File: src/hdl/bsr_pkg.sv
`default_nettype none

package bsr_pkg;

	localparam int CMD_W    = 3;
	localparam int BYTE_W   = 8;
	localparam int RDEPTH_W = 7;
	localparam int CAP_W    = 7;
	localparam int STATUS_W = 2;

	localparam logic [CMD_W-1:0] CMD_POP      = 3'd0;
	localparam logic [CMD_W-1:0] CMD_PUSH     = 3'd1;
	localparam logic [CMD_W-1:0] CMD_PEEK     = 3'd2;
	localparam logic [CMD_W-1:0] CMD_DUP      = 3'd3;
	localparam logic [CMD_W-1:0] CMD_ROT_UP   = 3'd4;
	localparam logic [CMD_W-1:0] CMD_ROT_DOWN = 3'd5;
	localparam logic [CMD_W-1:0] CMD_DUMP     = 3'd6;

	localparam logic [STATUS_W-1:0] STAT_OK    = 2'd0;
	localparam logic [STATUS_W-1:0] STAT_FULL  = 2'd1;
	localparam logic [STATUS_W-1:0] STAT_EMPTY = 2'd2;

	localparam logic [CAP_W-1:0] CAP_RESET = 7'd64;

	// What every cell does in a cycle.
	typedef enum logic [2:0] {
		OP_HOLD,   // keep the byte
		OP_PUSH,   // take the byte from the cell above
		OP_POP,    // take the byte from the cell below
		OP_ROT,    // cells above pos take from below, cell pos takes the top
		OP_SWAP    // cells pos-1 and pos trade bytes
	} cell_op_t;

endpackage

`default_nettype wire

File: src/hdl/bsr_cell.sv
`default_nettype none

module bsr_cell #(
	parameter int IDX = 0,
	parameter int PW  = 7
) (
	input  wire logic                          clk,
	input  wire bsr_pkg::cell_op_t             op,
	input  wire logic [PW-1:0]                 pos,
	input  wire logic [bsr_pkg::BYTE_W-1:0]    left_byte,
	input  wire logic [bsr_pkg::BYTE_W-1:0]    right_byte,
	input  wire logic [bsr_pkg::BYTE_W-1:0]    top_byte,
	output logic      [bsr_pkg::BYTE_W-1:0]    entry_q
);

	localparam logic [PW-1:0] MY_IDX  = PW'(IDX);
	localparam logic [PW-1:0] MY_NEXT = PW'(IDX + 1);

	always_ff @(posedge clk) begin
		unique case (op)
			bsr_pkg::OP_PUSH: entry_q <= left_byte;
			bsr_pkg::OP_POP:  entry_q <= right_byte;
			bsr_pkg::OP_ROT: begin
				if (MY_IDX < pos) begin
					entry_q <= right_byte;
				end else if (MY_IDX == pos) begin
					entry_q <= top_byte;
				end
			end
			bsr_pkg::OP_SWAP: begin
				if (MY_IDX == pos) begin
					entry_q <= left_byte;
				end else if (MY_NEXT == pos) begin
					entry_q <= right_byte;
				end
			end
			default: entry_q <= entry_q;
		endcase
	end

endmodule

`default_nettype wire

File: src/hdl/bsr_ctrl.sv
`default_nettype none

module bsr_ctrl #(
	parameter int STACK_DEPTH = 64,
	parameter int FW          = $clog2(STACK_DEPTH + 1)
) (
	input  wire logic                              clk,
	input  wire logic                              arst_n,
	input  wire logic                              start,
	input  wire logic [bsr_pkg::CMD_W-1:0]         cmd,
	input  wire logic [bsr_pkg::BYTE_W-1:0]        push_byte,
	input  wire logic [bsr_pkg::RDEPTH_W-1:0]      rotate_depth,
	input  wire logic                              cfg_we,
	input  wire logic [bsr_pkg::CAP_W-1:0]         cfg_wdata,
	input  wire logic [bsr_pkg::BYTE_W-1:0]        top_byte,
	output logic                                   busy,
	output logic                                   result_strobe,
	output logic      [bsr_pkg::STATUS_W-1:0]      status,
	output logic      [bsr_pkg::BYTE_W-1:0]        data_byte,
	output logic                                   data_valid,
	output logic                                   last_of_run,
	output bsr_pkg::cell_op_t                      cell_op,
	output logic      [FW-1:0]                     cell_pos,
	output logic      [bsr_pkg::BYTE_W-1:0]        cell_byte
);

	localparam int CW = (FW > bsr_pkg::RDEPTH_W) ? FW : bsr_pkg::RDEPTH_W;
	localparam logic [CW-1:0] DEPTH_C  = CW'(STACK_DEPTH);
	localparam logic [CW-1:0] ROT_MIN  = CW'(2);

	localparam logic [1:0] S_IDLE = 2'd0;
	localparam logic [1:0] S_DUMP = 2'd1;
	localparam logic [1:0] S_SWAP = 2'd2;

	logic [1:0]                     state_q, state_d;
	logic [FW-1:0]                  fill_q, fill_d;
	logic [FW-1:0]                  cnt_q, cnt_d;
	logic [bsr_pkg::CAP_W-1:0]      cap_q;

	logic [CW-1:0] cap_ext, eff_cap, fill_ext, rd_ext;
	logic          is_full, is_empty, rot_ok;

	logic                           res_v;
	logic [bsr_pkg::STATUS_W-1:0]   res_st;
	logic [bsr_pkg::BYTE_W-1:0]     res_d;
	logic                           res_dv, res_last;

	assign cap_ext  = CW'(cap_q);
	assign eff_cap  = (cap_ext > DEPTH_C) ? DEPTH_C : cap_ext;
	assign fill_ext = CW'(fill_q);
	assign rd_ext   = CW'(rotate_depth);
	assign is_full  = (fill_ext >= eff_cap);
	assign is_empty = (fill_q == '0);
	assign rot_ok   = (rd_ext >= ROT_MIN) && (rd_ext <= fill_ext);

	assign busy = (state_q != S_IDLE);

	always_comb begin
		state_d   = state_q;
		fill_d    = fill_q;
		cnt_d     = cnt_q;
		cell_op   = bsr_pkg::OP_HOLD;
		cell_pos  = '0;
		cell_byte = push_byte;
		res_v     = 1'b0;
		res_st    = bsr_pkg::STAT_OK;
		res_d     = '0;
		res_dv    = 1'b0;
		res_last  = 1'b1;
		unique case (state_q)
			S_IDLE: begin
				if (start) begin
					res_v = 1'b1;
					unique case (cmd)
						bsr_pkg::CMD_POP, bsr_pkg::CMD_PEEK: begin
							if (is_empty) begin
								res_st = bsr_pkg::STAT_EMPTY;
							end else begin
								res_d  = top_byte;
								res_dv = 1'b1;
								if (cmd == bsr_pkg::CMD_POP) begin
									cell_op = bsr_pkg::OP_POP;
									fill_d  = fill_q - FW'(1);
								end
							end
						end
						bsr_pkg::CMD_PUSH: begin
							if (is_full) begin
								res_st = bsr_pkg::STAT_FULL;
							end else begin
								cell_op = bsr_pkg::OP_PUSH;
								fill_d  = fill_q + FW'(1);
							end
						end
						bsr_pkg::CMD_DUP: begin
							if (is_full) begin
								res_st = bsr_pkg::STAT_FULL;
							end else if (is_empty) begin
								res_st = bsr_pkg::STAT_EMPTY;
							end else begin
								cell_op   = bsr_pkg::OP_PUSH;
								cell_byte = top_byte;
								fill_d    = fill_q + FW'(1);
							end
						end
						bsr_pkg::CMD_ROT_UP: begin
							if (rot_ok) begin
								cell_op  = bsr_pkg::OP_ROT;
								cell_pos = FW'(rd_ext - CW'(1));
							end
						end
						bsr_pkg::CMD_ROT_DOWN: begin
							if (rot_ok) begin
								state_d = S_SWAP;
								cnt_d   = FW'(rd_ext - CW'(1));
							end
						end
						bsr_pkg::CMD_DUMP: begin
							if (is_empty) begin
								res_st = bsr_pkg::STAT_EMPTY;
							end else begin
								res_v   = 1'b0;
								state_d = S_DUMP;
								cnt_d   = fill_q;
							end
						end
						default: begin
							res_st = bsr_pkg::STAT_OK;
						end
					endcase
				end
			end
			S_DUMP: begin
				// Show the top, then turn the filled part by one place.
				res_v    = 1'b1;
				res_d    = top_byte;
				res_dv   = 1'b1;
				res_last = (cnt_q == FW'(1));
				cell_op  = bsr_pkg::OP_ROT;
				cell_pos = fill_q - FW'(1);
				cnt_d    = cnt_q - FW'(1);
				if (cnt_q == FW'(1)) begin
					state_d = S_IDLE;
				end
			end
			S_SWAP: begin
				cell_op  = bsr_pkg::OP_SWAP;
				cell_pos = cnt_q;
				cnt_d    = cnt_q - FW'(1);
				if (cnt_q == FW'(1)) begin
					state_d = S_IDLE;
				end
			end
			default: begin
				state_d = S_IDLE;
			end
		endcase
	end

	always_ff @(posedge clk or negedge arst_n) begin
		if (!arst_n) begin
			state_q       <= S_IDLE;
			fill_q        <= '0;
			cnt_q         <= '0;
			cap_q         <= bsr_pkg::CAP_RESET;
			result_strobe <= 1'b0;
		end else begin
			state_q       <= state_d;
			fill_q        <= fill_d;
			cnt_q         <= cnt_d;
			result_strobe <= res_v;
			if (cfg_we) begin
				cap_q <= cfg_wdata;
			end
		end
	end

	always_ff @(posedge clk) begin
		if (res_v) begin
			status      <= res_st;
			data_byte   <= res_d;
			data_valid  <= res_dv;
			last_of_run <= res_last;
		end
	end

endmodule

`default_nettype wire

File: src/hdl/byte_stack_with_rotate.sv
// Channel        Signals                                   Handshake
// command        cmd, push_byte, rotate_depth              beat taken when start && !busy
// result         status, data_byte, data_valid,            one beat per cycle with
//                last_of_run                               result_strobe high
// capacity       cfg_wdata                                 written when cfg_we is high
//
// Push, pop, peek, duplicate, up-rotate, unused codes, an ignored down-rotate and a dump
// of an empty stack leave busy low: the result beat follows in the cycle after acceptance.
// A down-rotate of depth n with 2 <= n <= fill keeps busy high while it makes n-1 swaps.
// A dump of a stack holding f entries keeps busy high while it shows f beats, one per entry.
// Reset clears the fill count, sets capacity to 64; the byte cells have no reset.
// The receiver cannot stall: every result beat is taken in the cycle it is shown.
`default_nettype none

module byte_stack_with_rotate #(
	parameter int STACK_DEPTH = 64
) (
	input  wire logic                              clk,
	input  wire logic                              arst_n,
	input  wire logic                              start,
	output logic                                   busy,
	input  wire logic [bsr_pkg::CMD_W-1:0]         cmd,
	input  wire logic [bsr_pkg::BYTE_W-1:0]        push_byte,
	input  wire logic [bsr_pkg::RDEPTH_W-1:0]      rotate_depth,
	input  wire logic                              cfg_we,
	input  wire logic [bsr_pkg::CAP_W-1:0]         cfg_wdata,
	output logic                                   result_strobe,
	output logic      [bsr_pkg::STATUS_W-1:0]      status,
	output logic      [bsr_pkg::BYTE_W-1:0]        data_byte,
	output logic                                   data_valid,
	output logic                                   last_of_run
);

	localparam int FW = $clog2(STACK_DEPTH + 1);

	// The stack lives in a row of cells; cell 0 holds the top entry and cell i
	// holds the entry i places below it. Every cycle all cells obey one shared
	// operation and trade bytes only with neighbors, except that the top cell
	// takes pushed bytes and a rotate drops the top byte at its position.
	bsr_pkg::cell_op_t             cell_op;
	logic [FW-1:0]                 cell_pos;
	logic [bsr_pkg::BYTE_W-1:0]    cell_byte;
	logic [bsr_pkg::BYTE_W-1:0]    entries [STACK_DEPTH];

	bsr_ctrl #(
		.STACK_DEPTH (STACK_DEPTH),
		.FW          (FW)
	) u_ctrl (
		.clk           (clk),
		.arst_n        (arst_n),
		.start         (start),
		.cmd           (cmd),
		.push_byte     (push_byte),
		.rotate_depth  (rotate_depth),
		.cfg_we        (cfg_we),
		.cfg_wdata     (cfg_wdata),
		.top_byte      (entries[0]),
		.busy          (busy),
		.result_strobe (result_strobe),
		.status        (status),
		.data_byte     (data_byte),
		.data_valid    (data_valid),
		.last_of_run   (last_of_run),
		.cell_op       (cell_op),
		.cell_pos      (cell_pos),
		.cell_byte     (cell_byte)
	);

	for (genvar gi = 0; gi < STACK_DEPTH; gi++) begin : g_cell
		logic [bsr_pkg::BYTE_W-1:0] left_b, right_b;

		// The top cell is fed the pushed byte; the bottom cell sees itself below.
		if (gi == 0) begin : g_first
			assign left_b = cell_byte;
		end else begin : g_inner_l
			assign left_b = entries[gi-1];
		end
		if (gi == STACK_DEPTH - 1) begin : g_last
			assign right_b = entries[gi];
		end else begin : g_inner_r
			assign right_b = entries[gi+1];
		end

		bsr_cell #(
			.IDX (gi),
			.PW  (FW)
		) u_cell (
			.clk        (clk),
			.op         (cell_op),
			.pos        (cell_pos),
			.left_byte  (left_b),
			.right_byte (right_b),
			.top_byte   (entries[0]),
			.entry_q    (entries[gi])
		);
	end

endmodule

`default_nettype wire

File: config.mk
export PLATFORM = sky130hd
export DESIGN_NAME = byte_stack_with_rotate
export DESIGN_NICKNAME = d
export VERILOG_FILES = /design/src/hdl/bsr_pkg.sv /design/src/hdl/bsr_cell.sv /design/src/hdl/bsr_ctrl.sv /design/src/hdl/byte_stack_with_rotate.sv
export SDC_FILE = /design/constraint.sdc
export NUM_CORES = 1
export LEC_CHECK = 0
export BUFFER_PORTS_ARGS = -buffer_cell sky130_fd_sc_hd__buf_2
export CELL_PAD_IN_SITES_DETAIL_PLACEMENT = 1
export CELL_PAD_IN_SITES_GLOBAL_PLACEMENT = 1
export CORE_MARGIN = 10
export CORE_UTILIZATION = 52
export DETAILED_ROUTE_END_ITERATION = 12
export GPL_ROUTABILITY_DRIVEN = 0
export PLACE_DENSITY_LB_ADDON = 0.2
export SLEW_MARGIN = 15
export SYNTH_ARGS = -nofsm -noshare
export SYNTH_HDL_FRONTEND = slang
export SYNTH_HIERARCHICAL = 1
export SYNTH_SLANG_ARGS = --single-unit
File: constraint.sdc
create_clock -name clk -period 23 [get_ports clk]
set_input_delay 2.3 -clock clk [delete_from_list [all_inputs] [get_ports clk]]
set_output_delay 2.3 -clock clk [all_outputs]
set_load 0.05 [all_outputs]
# --- Yosys cells after proc, flatten, opt, wreduce, memory -nomap -nowiden ---
# Index checks and enable logic that the tools add are counted.
totals:
  output_inout_bits: 14
  ff_bits: 548
  wordCells: 811
  inputBits: 29
classes:
  n_mux: 370
  n_addsub: 4
  order_cmp: 68
  eq_ne: 215
  n_reduce_logical: 81
ops:
  columns: ["operator", "n"]
  rows:
  - ["$mux W8", 262]
  - ["$pmux W8 S4", 63]
  - ["$ne A3 B1 Y1 const B", 125]
  - ["$eq A6 B7 Y1 const A", 32]
  - ["$lt A6 B7 Y1 const A", 32]
  - ["$reduce_and A3 Y1", 63]
  - ["$eq A5 B7 Y1 const A", 16]
  - ["$lt A5 B7 Y1 const A", 16]
  - ["$mux W7", 12]
  - ["$eq A4 B7 Y1 const A", 8]
  - ["$lt A4 B7 Y1 const A", 8]
  - ["$pmux W7 S3", 2]
  - ["$eq A3 B7 Y1 const A", 4]
  - ["$lt A3 B7 Y1 const A", 4]
  - ["$pmux W7 S2", 2]
  - ["$pmux W8 S3", 1]
  - ["$sub A7 B1 Y7 const B", 3]
  - ["$mux W2", 8]
  - ["$pmux W8 S2", 1]
  - ["$eq A2 B7 Y1 const A", 2]
  - ["$logic_not A7 Y1", 2]
  - ["$lt A1 B7 Y1 const A", 2]
  - ["$lt A2 B7 Y1 const A", 2]
  - ["$eq A3 B2 Y1 const B", 4]
  - ["34 further kinds", 64]

# --- Depth between registers and ports, before layout ---
# Gate-level depths: netlist of run 1.
depth:
  word_depth: 10
  ltp_mapped: 16
  mapped_depth_nobuf: 12

# --- Least setup slack after synthesis of run 1 ---
# Ideal clock, no wire load.
synth_timing:
  path_kind: "input-to-reg"
  from: "input port rotate_depth[6] in the netlist's numbering"
  to: "register g_cell[10].u_cell/entry_q[0] in the netlist's numbering, enable pin"
  setup_slack_ns: 3.956
  n_path_buf: 0
  setup_ns: 1.024
  stages: 8
  t_arrival_ns: 18.020
  required_time_ns: 21.976
  cell_sequence: "ha_1 > and4_1 > a21boi_0 > o31a_1 > nor2_1 > a21oi_1 > o22ai_1 > o21ai_0"
synth_between:
  elab_chain_len: 9
  word_cells_on_any_way: 23
  cone_classes: "add/sub (1); order compare (3); eq/ne (8); mux (8); reduce/logical (3)"
synth_rtl:
  columns: ["element", "line", "source"]
  rows:
  - ["from (decl)", "byte_stack_with_rotate.sv:24", "input wire logic [bsr_pkg::RDEPTH_W-1:0] rotate_depth,"]
  - ["$ge A7 B2 Y1 or $le A7 B7 Y1 (tied branches)", "bsr_ctrl.sv:54", "assign rot_ok = (rd_ext >= ROT_MIN) && (rd_ext <= fill_ext);"]
  - ["$logic_and A1 B1 Y1 *", "bsr_ctrl.sv:54", null]
  - ["$mux W2 *", "bsr_ctrl.sv:107", "if (rot_ok) begin"]
  - ["$pmux W3 S4 *", "bsr_ctrl.sv:74", "unique case (cmd)"]
  - ["$mux W3 *", "bsr_ctrl.sv:72", "if (start) begin"]
  - ["$pmux W3 S3 *", "bsr_ctrl.sv:70", "unique case (state_q)"]
  - ["named net cell_op[1]", "byte_stack_with_rotate.sv:40", "bsr_pkg::cell_op_t cell_op;"]
  - ["$eq A3 B3 Y1 (tied with other cells)", "bsr_cell.sv:20", "unique case (op)"]
  - ["$ne A3 B1 Y1 (no source line) or $reduce_bool A4 Y1 (tied branches)", null, null]
  - ["$reduce_and A3 Y1 (no source line) *", null, null]
  - ["to (signal assigned)", "bsr_cell.sv:21", "bsr_pkg::OP_PUSH: entry_q <= left_byte;"]
  - ["to (signal assigned)", "bsr_cell.sv:22", "bsr_pkg::OP_POP: entry_q <= right_byte;"]
  - ["to (signal assigned)", "bsr_cell.sv:25", "entry_q <= right_byte;"]
  - ["to (decl)", "bsr_cell.sv:13", "output logic [bsr_pkg::BYTE_W-1:0] entry_q"]
# Mark *: on every way through the listed nets, which the timed path passes. The rest lies on a longest branch.
# A chain may end at the register's enable or synchronous reset.

# --- Worst setup path in the final report of run 1 ---
layout_timing:
  from: "input port rotate_depth[6] in the netlist's numbering"
  to: "register g_cell[61].u_cell/entry_q[4] in the netlist's numbering, enable pin"
layout_between:
  elab_chain_len: 9
  word_cells_on_any_way: 23
  cone_classes: "add/sub (1); order compare (3); eq/ne (8); mux (8); reduce/logical (3)"
layout_rtl:
  columns: ["element", "line", "source"]
  rows:
  - ["$ge A7 B2 Y1 or $le A7 B7 Y1 (tied branches)", "bsr_ctrl.sv:54", null]
  - ["$logic_and A1 B1 Y1 *", "bsr_ctrl.sv:54", null]
  - ["$mux W7 *", "bsr_ctrl.sv:107", null]
  - ["$mux W7 *", "bsr_ctrl.sv:74", null]
  - ["$mux W7 *", "bsr_ctrl.sv:72", null]
  - ["$pmux W7 S3 *", "bsr_ctrl.sv:70", null]
  - ["named net cell_pos[2]", "byte_stack_with_rotate.sv:41", "logic [FW-1:0] cell_pos;"]
  - ["$lt A6 B7 Y1 (tied with other cells)", "bsr_cell.sv:24", "if (MY_IDX < pos) begin"]
  - ["$ne A3 B1 Y1 (no source line)", null, null]
  - ["$reduce_and A3 Y1 (no source line) *", null, null]
  - ["to (signal assigned)", "bsr_cell.sv:22", null]
  - ["to (signal assigned)", "bsr_cell.sv:25", null]
  - ["to (signal assigned)", "bsr_cell.sv:27", "entry_q <= top_byte;"]
  - ["to (decl)", "bsr_cell.sv:13", null]
# Marked as above.

==> results of run 1 <==
## stage by stage
stage	setup slack [ps]	hold WS (ps)
finish	15540	508
detailed placement	15080	498
global placement	15190	491
CTS	15680	510
global route	15370	518
floorplan	3960	473
## layout make-up
class / instances / area [um2] / area share
clock buffer: 84 / 1850 / 0.0406
inverter: 164 / 616 / 0.0135
tap: 1060 / 1330 / 0.0292
multi-input combinational: 3258 / 24100 / 0.531
clock inverter: 41 / 407 / 0.00895
sequential: 548 / 16300 / 0.360
timing repair buffer: 110 / 781 / 0.0172
## worst reg2reg max path, cell delays in order (launching register included)
cell	delay, ps
dfrtp_1	560
inv_1	240
ha_1	340
and4_1	190
a21boi_0	140
o31a_1	310
nor3_1	200
buf_4	190
a222oi_1	120
nor2_4	100
buf_4	620
buf_4	760
buf_4	550
and4_2	380
a21oi_4	130
and4_1	260
o31ai_1	950
## state kept, by name, summed over array words and instances (netlist names)
name and cells:
u_ctrl/cap_ext 7, u_ctrl/fill_ext 7, u_ctrl/state_q 2, u_ctrl/data_byte 8, u_ctrl/data_valid 1, u_ctrl/result_strobe 1, g_cell.u_cell/entry_q 512, u_ctrl/status 2
u_ctrl/cnt_q 7, u_ctrl/last_of_run 1
## cell families (layout without fill, tap and decap cells)
logic type               Yosys count  after routing  share of synthesized area
adder cells (fa/ha/maj)           25             25                    0.00746
flip-flops                       548            548                      0.389
buffers and inverters            318            399                     0.0385
XOR/XNOR                          47             47                    0.00981
multiplexers                     168            168                     0.0424
AND/OR/NAND/NOR                 1542           1542                      0.216
AO/OA/AOI/OAI                   1476           1476                      0.296
## path summary, 6_finish.rpt
kind,startpoint,endpoint,slack [ps]
min in group asynchronous,arst_n,u_ctrl/fill_ext[5],1690
hold reg to reg,u_ctrl/cap_ext[1],u_ctrl/cap_ext[1],510
setup reg to reg,u_ctrl/fill_ext[5],g_cell[61].u_cell/entry_q[4],16540
max in group asynchronous,arst_n,u_ctrl/fill_ext[6],20880
hold / removal,u_ctrl/cap_ext[1],u_ctrl/cap_ext[1],510
setup / recovery,rotate_depth[6],g_cell[61].u_cell/entry_q[4],15540
## synthesized netlist by cell type, drive strengths merged, types with 19 or more instances
master | number | area, um2
a22o | 25 | 223
xor2 | 19 | 166
a31oi | 60 | 641
a211o | 33 | 293
and3 | 43 | 315
o22ai | 39 | 244
mux2 | 52 | 616
dfrtp | 23 | 576
nand2 | 381 | 1460
a2bb2oi | 34 | 348
nand3b | 27 | 219
nand2b | 73 | 487
xnor2 | 28 | 245
a21oi | 234 | 1350
mux2i | 116 | 1160
inv | 164 | 616
nand3 | 108 | 546
a22oi | 34 | 255
o32ai | 32 | 367
a21o | 30 | 250
nor2 | 362 | 1410
nand4 | 19 | 146
o2bb2ai | 50 | 488
o31ai | 32 | 295
nor4 | 23 | 304
and2 | 73 | 469
or2 | 24 | 150
clkbuf | 50 | 215
edfxtp | 524 | 15700
or3 | 19 | 145
o211ai | 45 | 412
nor3 | 130 | 786
a221o | 282 | 2860
o221ai | 26 | 328
or3b | 29 | 287
ha | 25 | 313
nor3b | 47 | 452
nor4b | 34 | 458
buf | 100 | 743
o21ai | 281 | 1430
a211oi | 58 | 536
nor2b | 50 | 330
## layer usage
metal,GRT usage,vias to the layer above
met3,0.0369,247
met5,0,-
met2,0.472,1250
met4,0.0927,0
li1,-,16523
met1,0.376,18525
==> results.md, run 1 <==
* Outcome: finished clean
* Via count at 36545
* Initial DRC Count at 3290
* Tmin final at 7460 ps
* RSZ-0062 raised after global routing: no
* Largest net degree at the start of global routing at 131
* Cell repeated most along the worst path: buf_4
* Fin cells at 5265
* Total CTS buffers at 69
* Fmax at 134 MHz
* Grt ovf at 0
* Synth async-reset ratio at 0.0438
* Final Cycle Share at 0.324
* H-tree depth at 3
* Crit-path slowest cell: o31ai_1
* M1 WL at 58500 um
* Final Hold Viols at 0
* Vias in the first global route at 36888
* Clock-pin transition on the worst setup and hold timing paths at 60 ps
* Total global-route track usage at 0.283
* DR top layer: met4
* Worst path max stage delay at 950 ps
* Reg2reg path depth at 16
* Nets@finish at 4205
* Clock root buffer: clkbuf_16
* Yosys reg bits at 548
* Buffers & Inverters on Critical Path at 5
* CTS tree: done
* Hold_buf cts at 0
* Worst path cell trace: buf_2, ha_1, and4_1, a21boi_0, o31a_1, nor3_1, buf_4, a222oi_1, nor2_4, buf_4, buf_4, buf_4, and4_2, a21oi_4, and4_1, o31ai_1
* Crit path kind: in2reg
* Core Rows at 104
* Syn_nets at 4178
* CTS Sinks at 548
* Residual DRC at 0
* Fill cell count at 8796
* Die area at 0.0924 mm2
* Post-synthesis sequential area ratio at 0.389
* Setup Viol. Count Final at 0
* Worst Setup End Kind: flip-flop
* Router iterations before antenna repair at 6
* Area Growth Syn to Fin at 8.33%
* Die Height at 304 um
* Worst EP arrival at 7690 ps
* Core area at 0.0803 mm2
* Met2 Routed Length at 66800 um
* Drt total wl at 138000 um
* Setup Skew at 31.4 ps
* Dpl cells at 5139
* Commonest cells after routing, fill and taps aside: edfxtp_1, nand2_1, nor2_1
* CP delay by family, top: buffers and inverters
* Type of the tightest min-delay check: reg2reg
* Startpoint Class: primary input
* Post-route cell area at 0.0454 mm2
* Port bufs at 42
* CTS resizes at 0
* Synth cell types at 181
* Post-Synthesis Cells at 4124
* Post-DP Area at 0.0431 mm2
* Critical Path RT at 23230 ps
* Die outline width at 304 um
* Maxcap violations at 0
* Yosys Warn Count at 6
* Remaining antenna violation count at 0
* Worst Tran Pin Value at 1240 ps
* Vias per cell at 6.94
* Routed len/inst at 26.1 um
* Global-route wire length before repair at 217000 um
* Worst path depth at 16
* WHS Path Cells at 1
* Num ports at 43
* Setup_tns at 0 ps
* Most common cell after layout, fill and taps aside: edfxtp_1
* Post-synthesis cell area at 0.0419 mm2
* ANT cells at 0
* Core Util, Final at 0.566
* Syn_area_per_cell at 10.2 um2
* Worst-Skew Late Latency at 640 ps
* DPL Wire Length at 89200 um
* Postcts setup bufs at 0
* Ys flop type: edfxtp_1
* Max-Slew Margin vs Limit at 0.170
* Layout cell share with drive strength beyond 1 at 0.171
* Slew Limit Fails at 0
* Initial Utilization at 0.522
* Number of synthesized flops with an enable pin at 524
* Worst-path fanout max at 60
* Clock Path Buffers at 3
* Initial antenna violation count at 0
* Met3 WL post-DR at 8080 um
Power of run 1 is left out: the tool's default activity adds up to more than one toggle a clock period on the data nets, which glitch-free logic cannot reach.
==> run 2, diff against run 1 <==
- ABC_AREA: unset -> 1
- CORE_UTILIZATION: 52 -> 48
- clock period: 23 -> 7.2 ns (I/O delays scaled with it)
==> run 2 against run 1 <==
Sequential share of layout area down 6.3 points; register-to-register slack got worse by 14000 ps; final area is 21% higher; first-iteration DRC count increased by 31%; synthesized cell count grew 78%; final cell count is 69% higher; sequential cell count unchanged; clock skew decreased by 10 ps; non-clock buffer count is 25 lower; wire length up 32%; synthesized area up 20%; critical path type is now reg2reg.
==> results.md, run 2 <==
* Outcome: finished clean
* Yosys reg bits at 548 (unchanged)
* Commonest cells after routing, fill and taps aside: nand2_1, nand3_1, inv_1
* Setup Skew at 21.4 ps (-10.0 ps)
* Initial antenna violation count at 0 (unchanged)
* Initial DRC Count at 4299 (+31%)
* DPL Wire Length at 124000 um (+39%)
* Drt total wl at 182000 um (+32%)
* Max-Slew Margin vs Limit at 0.330 (+0.160)
* Residual DRC at 0 (unchanged)
* Synth top area share at 0.313 (-0.0626)
* Worst-Skew Late Latency at 650 ps (about the same)
* CTS Sinks at 548 (unchanged)
* Final Hold Viols at 0 (unchanged)
* Postcts setup bufs at 0 (unchanged)
* Post-synth top cells: nand2_1, nand3_1, inv_1
* Maxcap violations at 0 (unchanged)
* Ys flop type: edfxtp_1
* Fin cells at 8897 (+69%)
* Clock Path Buffers at 3 (unchanged)
* Tmin final at 4730 ps
* Largest net degree at the start of global routing at 124 (-5.3%)
* Cell accounting for the most synthesized area: edfxtp_1
* Final Cycle Share at 0.657
* Port bufs at 42 (unchanged)
* Worst-path fanout max at 94 (+57%)
* Setup_tns at 0 ps (unchanged)
* CTS resizes at 0 (unchanged)
* Slew Limit Fails at 0 (unchanged)
* Layout cell share with drive strength beyond 1 at 0.151 (-0.0202)
* Synth cell types at 73 (-60%)
* Synth async-reset ratio at 0.0438 (unchanged)
* Total CTS buffers at 71 (+2.9%)
* Remaining antenna violation count at 0 (unchanged)
* Syn_nets at 7397 (+77%)
* Reg2Reg Capture Point: g_cell[24].u_cell/entry_q[0]
* Router iterations before antenna repair at 6 (unchanged)
* Fmax at 211 MHz
* Worst EP arrival at 5000 ps (-2690 ps)
* Dpl cells at 8770 (+71%)
* Total global-route track usage at 0.300 (+0.0164)
* Global-route wire length before repair at 288000 um (+33%)
* Clock root buffer: clkbuf_16
* Biggest regs: g_cell.u_cell/entry_q x512, u_ctrl/data_byte x8
* Core area at 0.104 mm2 (+29%)
* Largest Register: g_cell.u_cell/entry_q
* Syn_area_per_cell at 6.86 um2 (-33%)
* Area Growth Syn to Fin at 9.27%
* Vias per cell at 5.78 (-17%)
* Reg2reg path depth at 16 (unchanged)
* Setup Viol. Count Final at 0 (unchanged)
* ANT cells at 0 (unchanged)
* Type of the tightest min-delay check: in2async
* Die area at 0.118 mm2 (+28%)
* Fill cell count at 13630 (+55%)
* Grt ovf at 0 (unchanged)
* Post-synthesis cell area at 0.0503 mm2 (+20%)
* Core Util, Final at 0.530 (-0.0360)
* R2R setup slack at 2470 ps (-14070 ps)
* Post-synthesis sequential area ratio at 0.325 (-0.0650)
* CTS tree: done
* Die Height at 344 um (+13%)
* Critical Path RT at 7470 ps (-15760 ps)
* Via count at 51432 (+41%)
* Worst Tran Pin Value at 1000 ps (-237 ps)
* Routed len/inst at 20.4 um (-22%)
* Nets@finish at 7518 (+79%)
* Core Rows at 118 (+13%)
* RSZ-0062 raised after global routing: no
* Initial Utilization at 0.485 (-0.0374)
* Num ports at 43 (unchanged)
* Yosys Warn Count at 6 (unchanged)
* Vias in the first global route at 52084 (+41%)
* Number of synthesized flops with an enable pin at 524 (unchanged)
* Clock-pin transition on the worst setup and hold timing paths at 60 ps (about the same)
* Startpoint Class: flip-flop
* Top-count cell post-synth: nand2_1
* Post-Synthesis Cells at 7343 (+78%)
* Die outline width at 344 um (+13%)
* Max reg flops at 512 (unchanged)
* H-tree depth at 3 (unchanged)
* Worst Setup End Kind: flip-flop
* Hold_buf cts at 0 (unchanged)
* Crit path kind: reg2reg
* Leading post-synthesis cells by cell area: edfxtp_1, nand2_1, nand3_1
* Most common cell after layout, fill and taps aside: nand2_1
* RR Startpoint: u_ctrl/cap_ext[4]
[run 2: kinds of logic after synthesis]
family / synth area share
buffers and inverters: 0.0987
and+or+nand+nor: 0.531
muxes: 0.000870
xor gates and xnor gates: 0.00226
AOI/OAI and AO/OA: 0.0365
adders and majority gates: 0.00621
DFF: 0.325
[run 2: metal layers]
| layer | track usage | part of all wire | vias up |
|---|---|---|---|
| met1 | 0.403 | 0.44 | 25182 |
| li1 | - | - | 24257 |
| met5 | 0 | 0 | - |
| met4 | 0.0971 | 0.031 | 0 |
| met3 | 0.0304 | 0.058 | 379 |
| met2 | 0.501 | 0.47 | 1614 |
[run 2: area by class of cell]
cell class / count / area (um2) / area share
inverter: 1229 / 4670 / 0.0849
timing repair buffer: 85 / 721 / 0.0131
sequential: 548 / 16300 / 0.297
clock buffer: 84 / 1890 / 0.0343
clock inverter: 42 / 504 / 0.00917
multi-input combinational: 5529 / 29200 / 0.530
tap: 1380 / 1730 / 0.0314
[run 2: metrics by stage]
step           worst slack, ps  instance area, um2  hold WS (ps)
2_1_floorplan              213               50400           424
3_3_place_gp              2550               52600           457
3_5_place_dp              2370               52600           459
4_1_cts                   2540               55000          45.7
5_1_grt                   2060               55000          90.6
6_report                  2470               55000          69.1
[run 2: worst max path at each step]
stage                                 start                           end  slack (ps)  cells after the start
after CTS                 u_ctrl/cap_ext[4]  g_cell[24].u_cell/entry_q[0]        2540                     16
after floorplan             rotate_depth[6]   g_cell[5].u_cell/entry_q[0]         210                     12
after global placement      rotate_depth[2]  g_cell[52].u_cell/entry_q[1]        2550                     16
after global routing      u_ctrl/cap_ext[5]  g_cell[24].u_cell/entry_q[3]        2060                     16
final                     u_ctrl/cap_ext[4]  g_cell[24].u_cell/entry_q[0]        2470                     16
after detailed placement    rotate_depth[6]  g_cell[52].u_cell/entry_q[6]        2370                     16
[run 2: worst max-delay path: stages (launching register included)]
cell,delay (ps)
dfrtp_1,400
nor4_1,270
nand3_1,130
nand2_1,110
nand2_1,70
ha_1,320
nand2_1,60
nor2_1,110
nand3_1,180
nand3_1,160
nand3_1,90
nand2_1,160
nand2_8,450
buf_4,510
nor3_4,450
nand3_1,130
a32oi_1,670
Power of run 2 is left out for the same reason.
